$ cat src/hdl/cm_pkg.sv
// ----------------------------------------------------------------------------
// cm_pkg: shared types and constants for the complex magnitude block
// width of the magnitude result and the status word of the internal queues
// ----------------------------------------------------------------------------
package cm_pkg;

	// magnitude result width, unsigned with fraction bits
	localparam int unsigned MAG_BITS = 48;

	// queue status seen by the producer and the consumer side
	typedef struct packed {
		logic full;
		logic empty;
	} cm_qstat_t;

endpackage

$ cat src/hdl/cm_fifo.sv
// ----------------------------------------------------------------------------
// cm_fifo: small register queue
// first-in first-out buffer of flip-flops, depth a power of two, read data
// taken straight from the head entry
// ----------------------------------------------------------------------------
module cm_fifo #(
	parameter int WIDTH = 8,
	parameter int DEPTH = 4
) (
	input  logic                   clk,
	input  logic                   arst_n,
	input  logic                   wr_en,
	input  logic [WIDTH-1:0]       wr_data,
	input  logic                   rd_en,
	output logic [WIDTH-1:0]       rd_data,
	output cm_pkg::cm_qstat_t      stat
);
	import cm_pkg::*;

	localparam int AW = $clog2(DEPTH);

	logic [WIDTH-1:0] mem_q [DEPTH];
	logic [AW-1:0]    wr_ptr_q;
	logic [AW-1:0]    rd_ptr_q;
	logic [AW:0]      count_q;
	cm_qstat_t        stat_w;

	// status from the fill count
	always_comb begin
		stat_w.full  = (count_q == (AW+1)'(DEPTH));
		stat_w.empty = (count_q == '0);
	end
	assign stat    = stat_w;
	assign rd_data = mem_q[rd_ptr_q];

	// storage
	always_ff @(posedge clk) begin
		if (wr_en) begin
			mem_q[wr_ptr_q] <= wr_data;
		end
	end

	// pointers and fill count
	always_ff @(posedge clk or negedge arst_n) begin
		if (!arst_n) begin
			wr_ptr_q <= '0;
			rd_ptr_q <= '0;
			count_q  <= '0;
		end else begin
			if (wr_en) begin
				wr_ptr_q <= wr_ptr_q + 1'b1;
			end
			if (rd_en) begin
				rd_ptr_q <= rd_ptr_q + 1'b1;
			end
			case ({wr_en, rd_en})
				2'b10:   count_q <= count_q + 1'b1;
				2'b01:   count_q <= count_q - 1'b1;
				default: count_q <= count_q;
			endcase
		end
	end

	// no write into a full queue
	a_no_overflow: assert property (@(posedge clk) disable iff (!arst_n)
		wr_en |-> !stat_w.full)
		else $error("write into full queue");

	// no read from an empty queue
	a_no_underflow: assert property (@(posedge clk) disable iff (!arst_n)
		rd_en |-> !stat_w.empty)
		else $error("read from empty queue");

	// a lone write grows the fill count by one
	a_count_up: assert property (@(posedge clk) disable iff (!arst_n)
		(wr_en && !rd_en) |=> (count_q == $past(count_q) + 1'b1))
		else $error("fill count did not follow write");

endmodule

$ cat config.mk
export PLATFORM = sky130hd
export DESIGN_NAME = cm_fifo
export DESIGN_NICKNAME = d
export VERILOG_FILES = /design/src/hdl/cm_pkg.sv /design/src/hdl/cm_fifo.sv
export SDC_FILE = /design/constraint.sdc
export NUM_CORES = 1
export LEC_CHECK = 0
export ABC_AREA = 1
export BUFFER_PORTS_ARGS = -buffer_cell sky130_fd_sc_hd__buf_4
export CAP_MARGIN = 20
export CORE_MARGIN = 1.5
export CORE_UTILIZATION = 60
export DETAILED_ROUTE_END_ITERATION = 6
export PLACE_DENSITY = 0.92
export SETUP_SLACK_MARGIN = 0.05
export SLEW_MARGIN = 20
export SYNTH_ARGS = -nofsm -noshare
export SYNTH_HDL_FRONTEND = slang
export SYNTH_SLANG_ARGS = --single-unit
$ cat constraint.sdc
create_clock -name clk -period 2.3 [get_ports clk]
set_input_delay 0.46 -clock clk [delete_from_list [all_inputs] [get_ports clk]]
set_output_delay 0.46 -clock clk [all_outputs]
set_load 0.1 [all_outputs]
======== After elaboration in Yosys (flattened, before gate mapping) ========
Memories as Yosys holds them, arrays and structs flattened.
Index checks and enable logic that the tools add are counted.
word-level totals
  flip-flop bits (word level) ............. 7
  bits in writable memories ............... 32
  input bits .............................. 12
  word-level logic and storage cells ...... 16
  memories ................................ 1
operators by class
  add/sub/neg operators ................... 4
  equality and inequality tests ........... 3
  muxes and demuxes ....................... 3
  reductions and logical operators ........ 2
memory list
  name   words  width  read ports  clocked after memory_dff  write ports  RTL line       source
  mem_q  4      8      1           0                         1            cm_fifo.sv:22  logic [WIDTH-1:0] mem_q [DEPTH];
operators by type and width
  kind                 count
  $pmux 3 s2           1
  $add 2x1->2 const B  2
  $add 3x1->3 const B  1
  $eq 3x3->1 const B   1
  $logic_not 3->1      1
  $sub 3x1->3 const B  1
  $eq 2x1->1 const B   1
  $eq 2x2->1 const B   1
  $mux 1               2
  $reduce_bool 2->1    1

======== Longest topological paths before layout ========
  depth after elaboration ................. 2
  gate-level depth with buffers ........... 10
  gate-level depth less buffers ........... 9

======== Least setup slack after synthesis ========
OpenSTA, ideal clock, no wires.
  path kind ............................... register -> output
  start ................................... register count_q[0]
  end ..................................... output stat[0] (netlist bit)
  arrival ................................. 2479 ps
  slack ................................... -639 ps
  cell stages (with the launch flop) ...... 2
  buffers on the path ..................... 0
  cells stage by stage .................... dfrtp_1 -> nor3_1
RTL lines
  item                    RTL line       source
  start, declared         cm_fifo.sv:25  logic [AW:0] count_q;
  start signal, assigned  cm_fifo.sv:57  2'b10: count_q <= count_q + 1'b1;
  start signal, assigned  cm_fifo.sv:58  2'b01: count_q <= count_q - 1'b1;
  start signal, assigned  cm_fifo.sv:59  default: count_q <= count_q;
  end, declared           cm_fifo.sv:16  output cm_pkg::cm_qstat_t stat

======== Worst setup path after layout ========
  start ................................... register rd_ptr_q[1]
  end ..................................... output rd_data[0]
on the way
  word-level cells in the longest chain between the ends .. 1
ends and longest elaborated chain
  item                    RTL line       source
  start, declared         cm_fifo.sv:24  logic [AW-1:0] rd_ptr_q;
  start signal, assigned  cm_fifo.sv:54  rd_ptr_q <= rd_ptr_q + 1'b1;
  $mem_v2 4x8             n/a
  end, declared           cm_fifo.sv:15  output logic [WIDTH-1:0] rd_data,
No other way between the ends.

==> results.sh <==
export IMPL_grt_max_degree=35
export IMPL_final_nets=184
export IMPL_place_gp_congestion=0.775
export IMPL_outcome="finished clean"
export IMPL_wl_per_cell_um=13.7
export IMPL_ys_ff_latch=39
export IMPL_grt_antenna_before_repair=0
export IMPL_regArea_um2=1140
export IMPL_layout_drive_gt1_share=0.180
export IMPL_design_die_area_um2=3180
export IMPL_worstPathRequired_ns=1.84
export IMPL_clk_pin_slew_ns=0.12
export IMPL_start_util=0.625
export IMPL_route_detailed_drc=0
export IMPL_rsz0062_at_grt="no"
export IMPL_h_tree_depth=2
export IMPL_wl_um=2710
export IMPL_final_util=0.702
export IMPL_setup_viol=0
export IMPL_skew_ns=0.0142
export IMPL_clkLatencyLatePin_ns=0.34
export IMPL_cp_start_kind="flop"
export IMPL_synthCells=142
export IMPL_critPathMaxFanout=9
export IMPL_period_needed_ns=2.03
export IMPL_port_buffers=21
export IMPL_relSlewSlack=0.733
export IMPL_yosysWarnings=0
export IMPL_syn_avg_cell_area_um2=12.0
export IMPL_synth_cell_types=17
export IMPL_grt_util_all_layers=0.200
export IMPL_postRouteAntennaNets=0
export IMPL_cp_arrival_ns=1.57
export IMPL_nFillCells=191
export IMPL_fp_dieH_um=56.4
export IMPL_yosysSeqAreaShare=0.665
export IMPL_max_cap_viol_count=0
export IMPL_design_core_area_um2=2730
export IMPL_avgViaCountPerCell=5.17
export IMPL_num_vias=1024
export IMPL_finalMaxSlewViolations=0
export IMPL_max_freq_ghz=0.492
export IMPL_antenna_cells=0
export IMPL_io_pin_count=22
export IMPL_cts_setup_buffers=0
export IMPL_grt_pass1_wl_um=4630
export IMPL_numClockSinks=39
export IMPL_rows=19
export IMPL_area_growth_pct=12.2
export IMPL_syn_nets=160
export IMPL_drt_initial_drc_count=36
export IMPL_die_x_um=56.4
export IMPL_hpwl_um=1880
export IMPL_finalCritPeriodShare=0.884
export IMPL_numCtsBuffers=5
export IMPL_overflow=0
export IMPL_path_class="reg -> out"
export IMPL_clock_path_buffers=2
export IMPL_critPathCaptureType="output port"
export IMPL_min_path_type="in -> reg"
export IMPL_netlist_area_um2=1710
export IMPL_drtPass1Iterations=4
export IMPL_worst_pin_slew_ns=0.400
export IMPL_mostFrequentLayoutCells="nand2_1 (35), edfxtp_1 (32), inv_1 (29)"
export IMPL_multi_input_area_um2=405
export IMPL_hold_violations=0
export IMPL_mostFrequentLayoutCell="nand2_1"
export IMPL_grt_pass1_vias=1053
export IMPL_cts_tree="built"
export IMPL_cts_root_buf="clkbuf_4"
stage by stage:
step | hold WS (ns) | cell area (µm²) | cells | TNS [ns] | setup WS [ns]
2_1_floorplan | 0.164 | 1710 | 142 | -1.28 | -0.639
3_3_place_gp | 0.277 | 1860 | 189 | 0 | 0.682
3_5_place_dp | 0.278 | 1860 | 189 | 0 | 0.622
4_1_cts | 0.297 | 1920 | 198 | 0 | 0.249
5_1_grt | 0.290 | 1920 | 198 | 0 | 0.158
6_report | 0.312 | 1920 | 198 | 0 | 0.268
flip-flops by register name, summed over array words and instances, names as in the netlist:
signal	cells
count_q	3
wr_ptr_q	2
mem_q	32
rd_ptr_q	2
Yosys cell counts:
cell type / number / area [µm²]
dfrtp_1: 7 / 175
inv_2: 1 / 3.75
nand3_1: 1 / 5.00
nand2_1: 35 / 131
o211ai_2: 1 / 12.5
nor3_1: 2 / 10.0
edfxtp_1: 32 / 961
xor2_1: 3 / 26.3
ha_1: 5 / 62.6
buf_2: 2 / 10.0
inv_1: 29 / 109
xnor2_1: 1 / 8.76
fa_1: 1 / 20.0
o21ai_0: 2 / 10.0
buf_6: 4 / 45.0
nand4_1: 1 / 6.26
o211ai_1: 15 / 113
metal layers:
| layer | GRT usage | share of wire | wire length, µm | vias up |
|---|---|---|---|---|
| met2 | 0.328 | 0.51 | 1380 | 22 |
| met5 | 0 | 0 | 0 | - |
| met3 | 0.0691 | 0.048 | 130 | 4 |
| met1 | 0.243 | 0.43 | 1160 | 485 |
| li1 | - | - | - | 513 |
| met4 | 0.0816 | 0.013 | 34 | 0 |
final timing paths:
path,from,endpoint,slack [ns],cells past startpoint
worst max-delay path,rd_ptr_q[1],rd_data[0],0.27,4
worst min-delay path,wr_data[1],mem_q[3][1],0.31,1
worst max register to register,wr_ptr_q[1],mem_q[1][7],0.94,4
worst min register to register,count_q[2],count_q[2],0.52,2
max in group asynchronous,arst_n,wr_ptr_q[1],1.71,2
min in group asynchronous,arst_n,count_q[1],0.46,2
logic make-up after synthesis:
kind of cell / synth area share
buffers and inverters: 0.0981
and+or+nand+nor: 0.0893
xor gates and xnor gates: 0.0205
AOI/OAI and AO/OA: 0.0791
DFF: 0.665
adders and majority gates: 0.0483
timing repair:
item | CTS | global route
resized for setup | 0 | 0
hold buffers | 1 | 0
hold endpoints to repair | 7 | 0
worst max-delay path, cell delays in order (launching register included):
cell,delay [ns]
dfrtp_1,0.52
inv_2,0.22
o211ai_1,0.12
nand2_1,0.09
buf_4,0.29
area by class of cell:
cell class	instances	share of cell area
sequential	39	0.592
multi-input combinational	67	0.211
inverter	30	0.0587
tap	31	0.0202
timing repair buffer	23	0.0913
clock buffer	7	0.0235
clock inverter	1	0.00261
Power is not shown: default switching activity piles up to over one toggle a cycle in this logic, so the estimate is an artifact.
