[src/hdl/cm_pkg.sv]
// ----------------------------------------------------------------------------
// cm_pkg: shared types and constants for the complex magnitude block
// width of the magnitude result and the status word of the internal queues
// ----------------------------------------------------------------------------
package cm_pkg;

	// magnitude result width, unsigned with fraction bits
	localparam int unsigned MAG_BITS = 48;

	// queue status seen by the producer and the consumer side
	typedef struct packed {
		logic full;
		logic empty;
	} cm_qstat_t;

endpackage

[src/hdl/cm_front.sv]
// ----------------------------------------------------------------------------
// cm_front: request intake and sum of squares
// takes each request, forms the absolute values of both parts and their
// exact sum of squares through split multipliers, then hands it to the queue
// ----------------------------------------------------------------------------
module cm_front #(
	parameter int CW = 32
) (
	input  logic                   clk,
	input  logic                   arst_n,
	input  logic                   push,
	output logic                   full,
	input  logic signed [CW-1:0]   real_part,
	input  logic signed [CW-1:0]   imag_part,
	input  cm_pkg::cm_qstat_t      mid_stat,
	output logic                   mid_wr,
	output logic [2*CW-1:0]        mid_data
);
	import cm_pkg::*;

	// operand halves for the split squares
	localparam int HL = (CW + 1) / 2;
	localparam int HH = CW - HL;

	logic adv;

	logic            vld_s1;
	logic [CW-1:0]   re_s1;
	logic [CW-1:0]   im_s1;

	logic              vld_s2;
	logic [2*HL-1:0]   re_ll_s2;
	logic [2*HH-1:0]   re_hh_s2;
	logic [HH+HL-1:0]  re_hl_s2;
	logic [2*HL-1:0]   im_ll_s2;
	logic [2*HH-1:0]   im_hh_s2;
	logic [HH+HL-1:0]  im_hl_s2;

	logic            vld_s3;
	logic [2*CW-1:0] re_sq_s3;
	logic [2*CW-1:0] im_sq_s3;

	logic            vld_s4;
	logic [2*CW-1:0] sum_s4;

	function automatic logic [CW-1:0] abs_f(input logic [CW-1:0] v);
		return v[CW-1] ? ((~v) + {{(CW-1){1'b0}}, 1'b1}) : v;
	endfunction

	// whole front moves only while the queue has room
	assign adv      = !mid_stat.full;
	assign full     = mid_stat.full;
	assign mid_wr   = adv & vld_s4;
	assign mid_data = sum_s4;

	// valid chain
	always_ff @(posedge clk or negedge arst_n) begin
		if (!arst_n) begin
			vld_s1 <= 1'b0;
			vld_s2 <= 1'b0;
			vld_s3 <= 1'b0;
			vld_s4 <= 1'b0;
		end else if (adv) begin
			vld_s1 <= push;
			vld_s2 <= vld_s1;
			vld_s3 <= vld_s2;
			vld_s4 <= vld_s3;
		end
	end

	// absolute values, partial products, squares, sum
	always_ff @(posedge clk) begin
		if (adv) begin
			re_s1 <= abs_f(real_part);
			im_s1 <= abs_f(imag_part);

			re_ll_s2 <= re_s1[HL-1:0] * re_s1[HL-1:0];
			re_hh_s2 <= re_s1[CW-1:HL] * re_s1[CW-1:HL];
			re_hl_s2 <= re_s1[CW-1:HL] * re_s1[HL-1:0];
			im_ll_s2 <= im_s1[HL-1:0] * im_s1[HL-1:0];
			im_hh_s2 <= im_s1[CW-1:HL] * im_s1[CW-1:HL];
			im_hl_s2 <= im_s1[CW-1:HL] * im_s1[HL-1:0];

			re_sq_s3 <= {re_hh_s2, {(2*HL){1'b0}}}
				+ {{(HH-1){1'b0}}, re_hl_s2, {(HL+1){1'b0}}}
				+ {{(2*HH){1'b0}}, re_ll_s2};
			im_sq_s3 <= {im_hh_s2, {(2*HL){1'b0}}}
				+ {{(HH-1){1'b0}}, im_hl_s2, {(HL+1){1'b0}}}
				+ {{(2*HH){1'b0}}, im_ll_s2};

			sum_s4 <= re_sq_s3 + im_sq_s3;
		end
	end

endmodule

[config.mk]
export PLATFORM = sky130hd
export DESIGN_NAME = cm_front
export DESIGN_NICKNAME = d
export VERILOG_FILES = /design/src/hdl/cm_pkg.sv /design/src/hdl/cm_front.sv
export SDC_FILE = /design/constraint.sdc
export NUM_CORES = 2
export LEC_CHECK = 0
export CAP_MARGIN = 20
export CORE_MARGIN = 2
export CORE_UTILIZATION = 55
export DETAILED_ROUTE_END_ITERATION = 8
export DONT_BUFFER_PORTS = 1
export PLACE_DENSITY = 0.78
export SLEW_MARGIN = 20
export SYNTH_ARGS = -nofsm -noshare
export SYNTH_HDL_FRONTEND = slang
export SYNTH_SLANG_ARGS = --single-unit
[constraint.sdc]
create_clock -name clk -period 8.9 [get_ports clk]
set_clock_uncertainty 0.15 [all_clocks]
set_input_delay 1.78 -clock clk [delete_from_list [all_inputs] [get_ports clk]]
set_output_delay 1.78 -clock clk [all_outputs]
set_load 0.005 [all_outputs]
# Yosys cells after proc, flatten, opt, wreduce, memory -nomap -nowiden
# Index checks and enable logic that the tools add are counted.
# classes
n_addsub	7
mul	6
muxes	2
n_bitwise	3
n_reduce_logical	1
# op_table
op	n
multiplier 16 x 16 -> 32 bit	6
adder 64 x 32 -> 64 bit	2
adder 64 x 49 -> 64 bit	2
adder 32 x 1 -> 32 bit (second input constant)	2
adder 64 bit	1
NOT 32 bit	2
two-way mux 31 bit	2
AND 1 bit	1
zero test 1 bit	1
# word_totals
regBits	452
inputBits	69
output_inout_bits	66
word_cells	36

# Logic depth before layout (Yosys ltp)
# depth
depth_word	3
depth_mapped	27
mapped_depth_nobuf	25

# Worst setup path before layout
# No wires, ideal clock.
# synth_timing
path_type	input to register
from	in mid_stat[1] (netlist bit)
to	reg im_hh_s2[0], enable pin
setup_ps	787
arrival_time_ps	10283
required_ps	7963
setup_slack_ps	-2320
stages	1
path_buffers	0
path_cell_list	inv_1
# synth_lines
item	line	text
start, declared	cm_front.sv:15	input cm_pkg::cm_qstat_t mid_stat,
end signal, assigned	cm_front.sv:81	im_hh_s2 <= im_s1[CW-1:HL] * im_s1[CW-1:HL];
end, declared	cm_front.sv:36	logic [2*HH-1:0] im_hh_s2;
# No word-level cell between the ends.

# Final worst setup path
# layout_timing
from	reg im_s1[21]
to	reg im_hl_s2[29] (data pin)
# layout_via
elab_chain_cells	1
# layout_lines
item	line	text
start, declared	cm_front.sv:29	logic [CW-1:0] im_s1;
start signal, assigned	cm_front.sv:75	im_s1 <= abs_f(imag_part);
multiplier 16 x 16 -> 32 bit	cm_front.sv:82	im_hl_s2 <= im_s1[CW-1:HL] * im_s1[HL-1:0];
end signal, assigned	cm_front.sv:82	
end, declared	cm_front.sv:37	logic [HH+HL-1:0] im_hl_s2;
# Every way passes these cells.
# A chain may end at the register's enable or synchronous reset.

==> flow_summary.yaml <==
yosys:
  syn_nets: 8761
  synth_cell_types: 73
  synth_enable_flop_cells: 442
  synthSimpleGateAreaFrac_pct: 12.11
  syn_area_sq_um: 67110
  synth_ff_type: "edfxtp_1"
  ys_async_sr_fraction_pct: 0.8969
  synth_mux_area_share_pct: 0.1342
  synth_top_family_by_area: "adder cells"
  synth_warnings: 0
  syn_inst: 6914
  seq_area_frac_synth_pct: 19.93
  synth_compound_area_share_pct: 8.077
  synth_adder_area_share_pct: 44.76
  synth_xor_area_share_pct: 5.207
  ys_ff_latch: 446
  avgSynthCellArea_sq_um: 9.706
final_layout:
  fin_nets: 8673
  drive_gt1_share_pct: 3.292
  layout_commonest_cell: "inv_1"
  mostFrequentLayoutCells: "inv_1 (1,505), fa_1 (1,038), ha_1 (740), nand2_1 (713), edfxtp_1 (442)"
  area_growth_pct: 5.228
flow_run:
  drv_cap: 0
clocking:
  cts_tree: "built"
  cts_hold_buffers: 0
  clkTransAtPathRegs_ps: 60
  clockRootBuffer: "clkbuf_16"
  ctsResizeCount: 0
  cts_sinks: 446
  cts_max_level: 2
  clockBufferDepth: 3
  clk_latency_ps: 640
  post_cts_buffers: 0
  cts_made_buffers: 50
floorplan:
  dieArea_sq_um: 124800
  rows: 128
  die_w_um: 353.3
  io_pins: 135
  die_y_um: 353.3
  core_area_sq_um: 121400
  start_util_pct: 55.28
timing:
  rsz0062_at_grt: "false"
  hold_viol: 0
  setup_violations: 0
  slew_viol_final: 0
  fin_crit_sh_pct: 88.17
  tightestPinTransition_ps: 1065
  slew_headroom_pct: 29.01
  fmax_mhz: 127.4
  setup_tns_ps: 0
  fin_crit_ps: 7847
routing:
  initialDrtViolationCount: 3765
  routed_wl_um: 154100
  drc: 0
  vias_per_cell: 5.601
  avgRoutedWirePerCell_um: 18.15
  via_count: 47570
  antenna_left: 0
  firstDrtPassIters: 6
min_path:
  min_path_cells: 0
  hold_end: "re_sq_s3[10]$_DFFE_PN_"
  hold_start: "re_ll_s2[10]$_DFFE_PN_"
  min_path_type: "reg2reg"
setup_path:
  worstSetupEndpointType: "register"
  cp-start-kind: "register"
  cp_data_arrival_time_ps: 8080
  crit-reg2reg-capture: "im_hl_s2[29]$_DFFE_PN_"
  cp_max_fo: 20
  r2r-start: "im_s1[21]$_DFFE_PN_"
  worstSetupPathType: "reg2reg"
  rr_worst_depth: 23
  timing.reg2reg.setup_slack_ps: 1050
  crit_required_ps: 9130
global_routing:
  grt_antenna_before_repair: 5
  grt.total_usage_pct: 25.39
  grt_pass1_wl_um: 256500
  grt_max_degree: 86
  grt_pass1_vias: 50910
  overflow: 0
placement:
  place.gp.congestion: 0.9185
  dp_hpwl_um: 123200
  io_buffers: 0
run_status:
  status: "finished, final reports clean"
==> worst max path at each step <==
stage / from / endpoint / slack, ps / cells past startpoint
finish: im_s1[21]$_DFFE_PN_ / im_hl_s2[29]$_DFFE_PN_ / 1050 / 23
global route: im_s1[21]$_DFFE_PN_ / im_hl_s2[30]$_DFFE_PN_ / 730 / 21
CTS: im_s1[21]$_DFFE_PN_ / im_hl_s2[29]$_DFFE_PN_ / 1190 / 23
detailed placement: im_s1[21]$_DFFE_PN_ / im_hl_s2[29]$_DFFE_PN_ / 1270 / 23
global placement: im_s1[21]$_DFFE_PN_ / im_hl_s2[29]$_DFFE_PN_ / 1320 / 23
floorplan: mid_stat[1] / im_hh_s2[0]$_DFFE_PN_ / 40 / 1
==> registers in the layout (all words and copies together), names as in the netlist <==
name,count
im_s1,32
im_ll_s2,31
im_hh_s2,31
im_hl_s2,32
vld_s1,1
vld_s2,1
re_hh_s2,31
re_hl_s2,32
vld_s4,1
re_ll_s2,31
vld_s3,1
re_sq_s3,63
re_s1,32
im_sq_s3,63
mid_data,64
==> metrics by stage <==
step | util, % | hold slack (ps) | cells | setup slack (ps) | area [sq um]
3_5_place_dp | 56.83 | 254.5 | 8399 | 1267 | 68990
5_1_grt | 58.17 | 273.6 | 8491 | 726.0 | 70610
6_report | 58.17 | 268.7 | 8493 | 1053 | 70620
3_3_place_gp | 56.83 | 253.7 | 8399 | 1323 | 68990
2_1_floorplan | - | 250.3 | 6914 | 42.23 | 67110
4_1_cts | 58.17 | 269.7 | 8491 | 1187 | 70610
==> per-layer routing <==
layer,part of all wire [%],up-vias,GRT usage (%)
met5,0,-,0
li1,-,21650,-
met4,3.4,0,8.179
met2,48,1718,42.47
met1,41,23860,33.81
met3,7.6,347,4.165
==> critical path, cell delays in order, from the launching register on <==
cell and delay, ps:
edfxtp_1 1050, buf_4 290, nand2_1 70, fa_1 510, inv_1 50, fa_1 490, inv_1 50, fa_1 530
inv_1 50, fa_1 470, fa_1 500, inv_1 50, fa_1 480, inv_1 50, ha_1 310, a211o_1 320
a211oi_1 570, o31ai_1 260, a21oi_1 280, o21bai_1 130, a211oi_1 370, o31ai_1 140, a31oi_1 210, xnor2_1 220
==> layout make-up <==
cell class | instances | area, sq um
clock buffers | 56 | 1274
multi-input cells | 4720 | 47180
repair buffers | 97 | 728.2
clock inverters | 36 | 350.3
diodes | 2 | 5.005
inverters | 1511 | 5675
flip-flops and latches | 446 | 13370
fillers | 10200 | 50780
well taps | 1625 | 2033
==> synth_stat cells, types with 17 or more instances <==
| cell | number | area (sq um) |
|---|---|---|
| ha_1 | 740 | 9259 |
| fa_1 | 1038 | 20780 |
| nand4_1 | 40 | 250.2 |
| and3_1 | 50 | 312.8 |
| a21o_1 | 167 | 1254 |
| xor2_1 | 119 | 1042 |
| a31oi_1 | 28 | 175.2 |
| o21a_1 | 35 | 262.8 |
| a211oi_1 | 18 | 135.1 |
| nand3_1 | 63 | 315.3 |
| inv_1 | 1506 | 5653 |
| nor2b_1 | 44 | 275.3 |
| nand2_1 | 713 | 2676 |
| o31ai_1 | 32 | 240.2 |
| clkbuf_1 | 235 | 882.1 |
| and2_1 | 369 | 2308 |
| o21ai_0 | 152 | 760.7 |
| xnor2_1 | 280 | 2452 |
| a21oi_1 | 268 | 1341 |
| nor3_1 | 45 | 225.2 |
| or3_1 | 17 | 106.4 |
| nand2b_1 | 40 | 250.2 |
| nor2_1 | 244 | 915.9 |
| o21bai_1 | 40 | 300.3 |
| edfxtp_1 | 442 | 13270 |
==> kinds of logic after synthesis <==
kind of cell | after synthesis
compound gates | 847
xor+xnor | 399
buf+inv | 1748
simple gates | 1688
fa+ha+maj | 1778
flops | 446
mux | 8
Power is left out: the tool's default activity adds up to more than one toggle a clock period on the data nets, which glitch-free logic cannot reach.
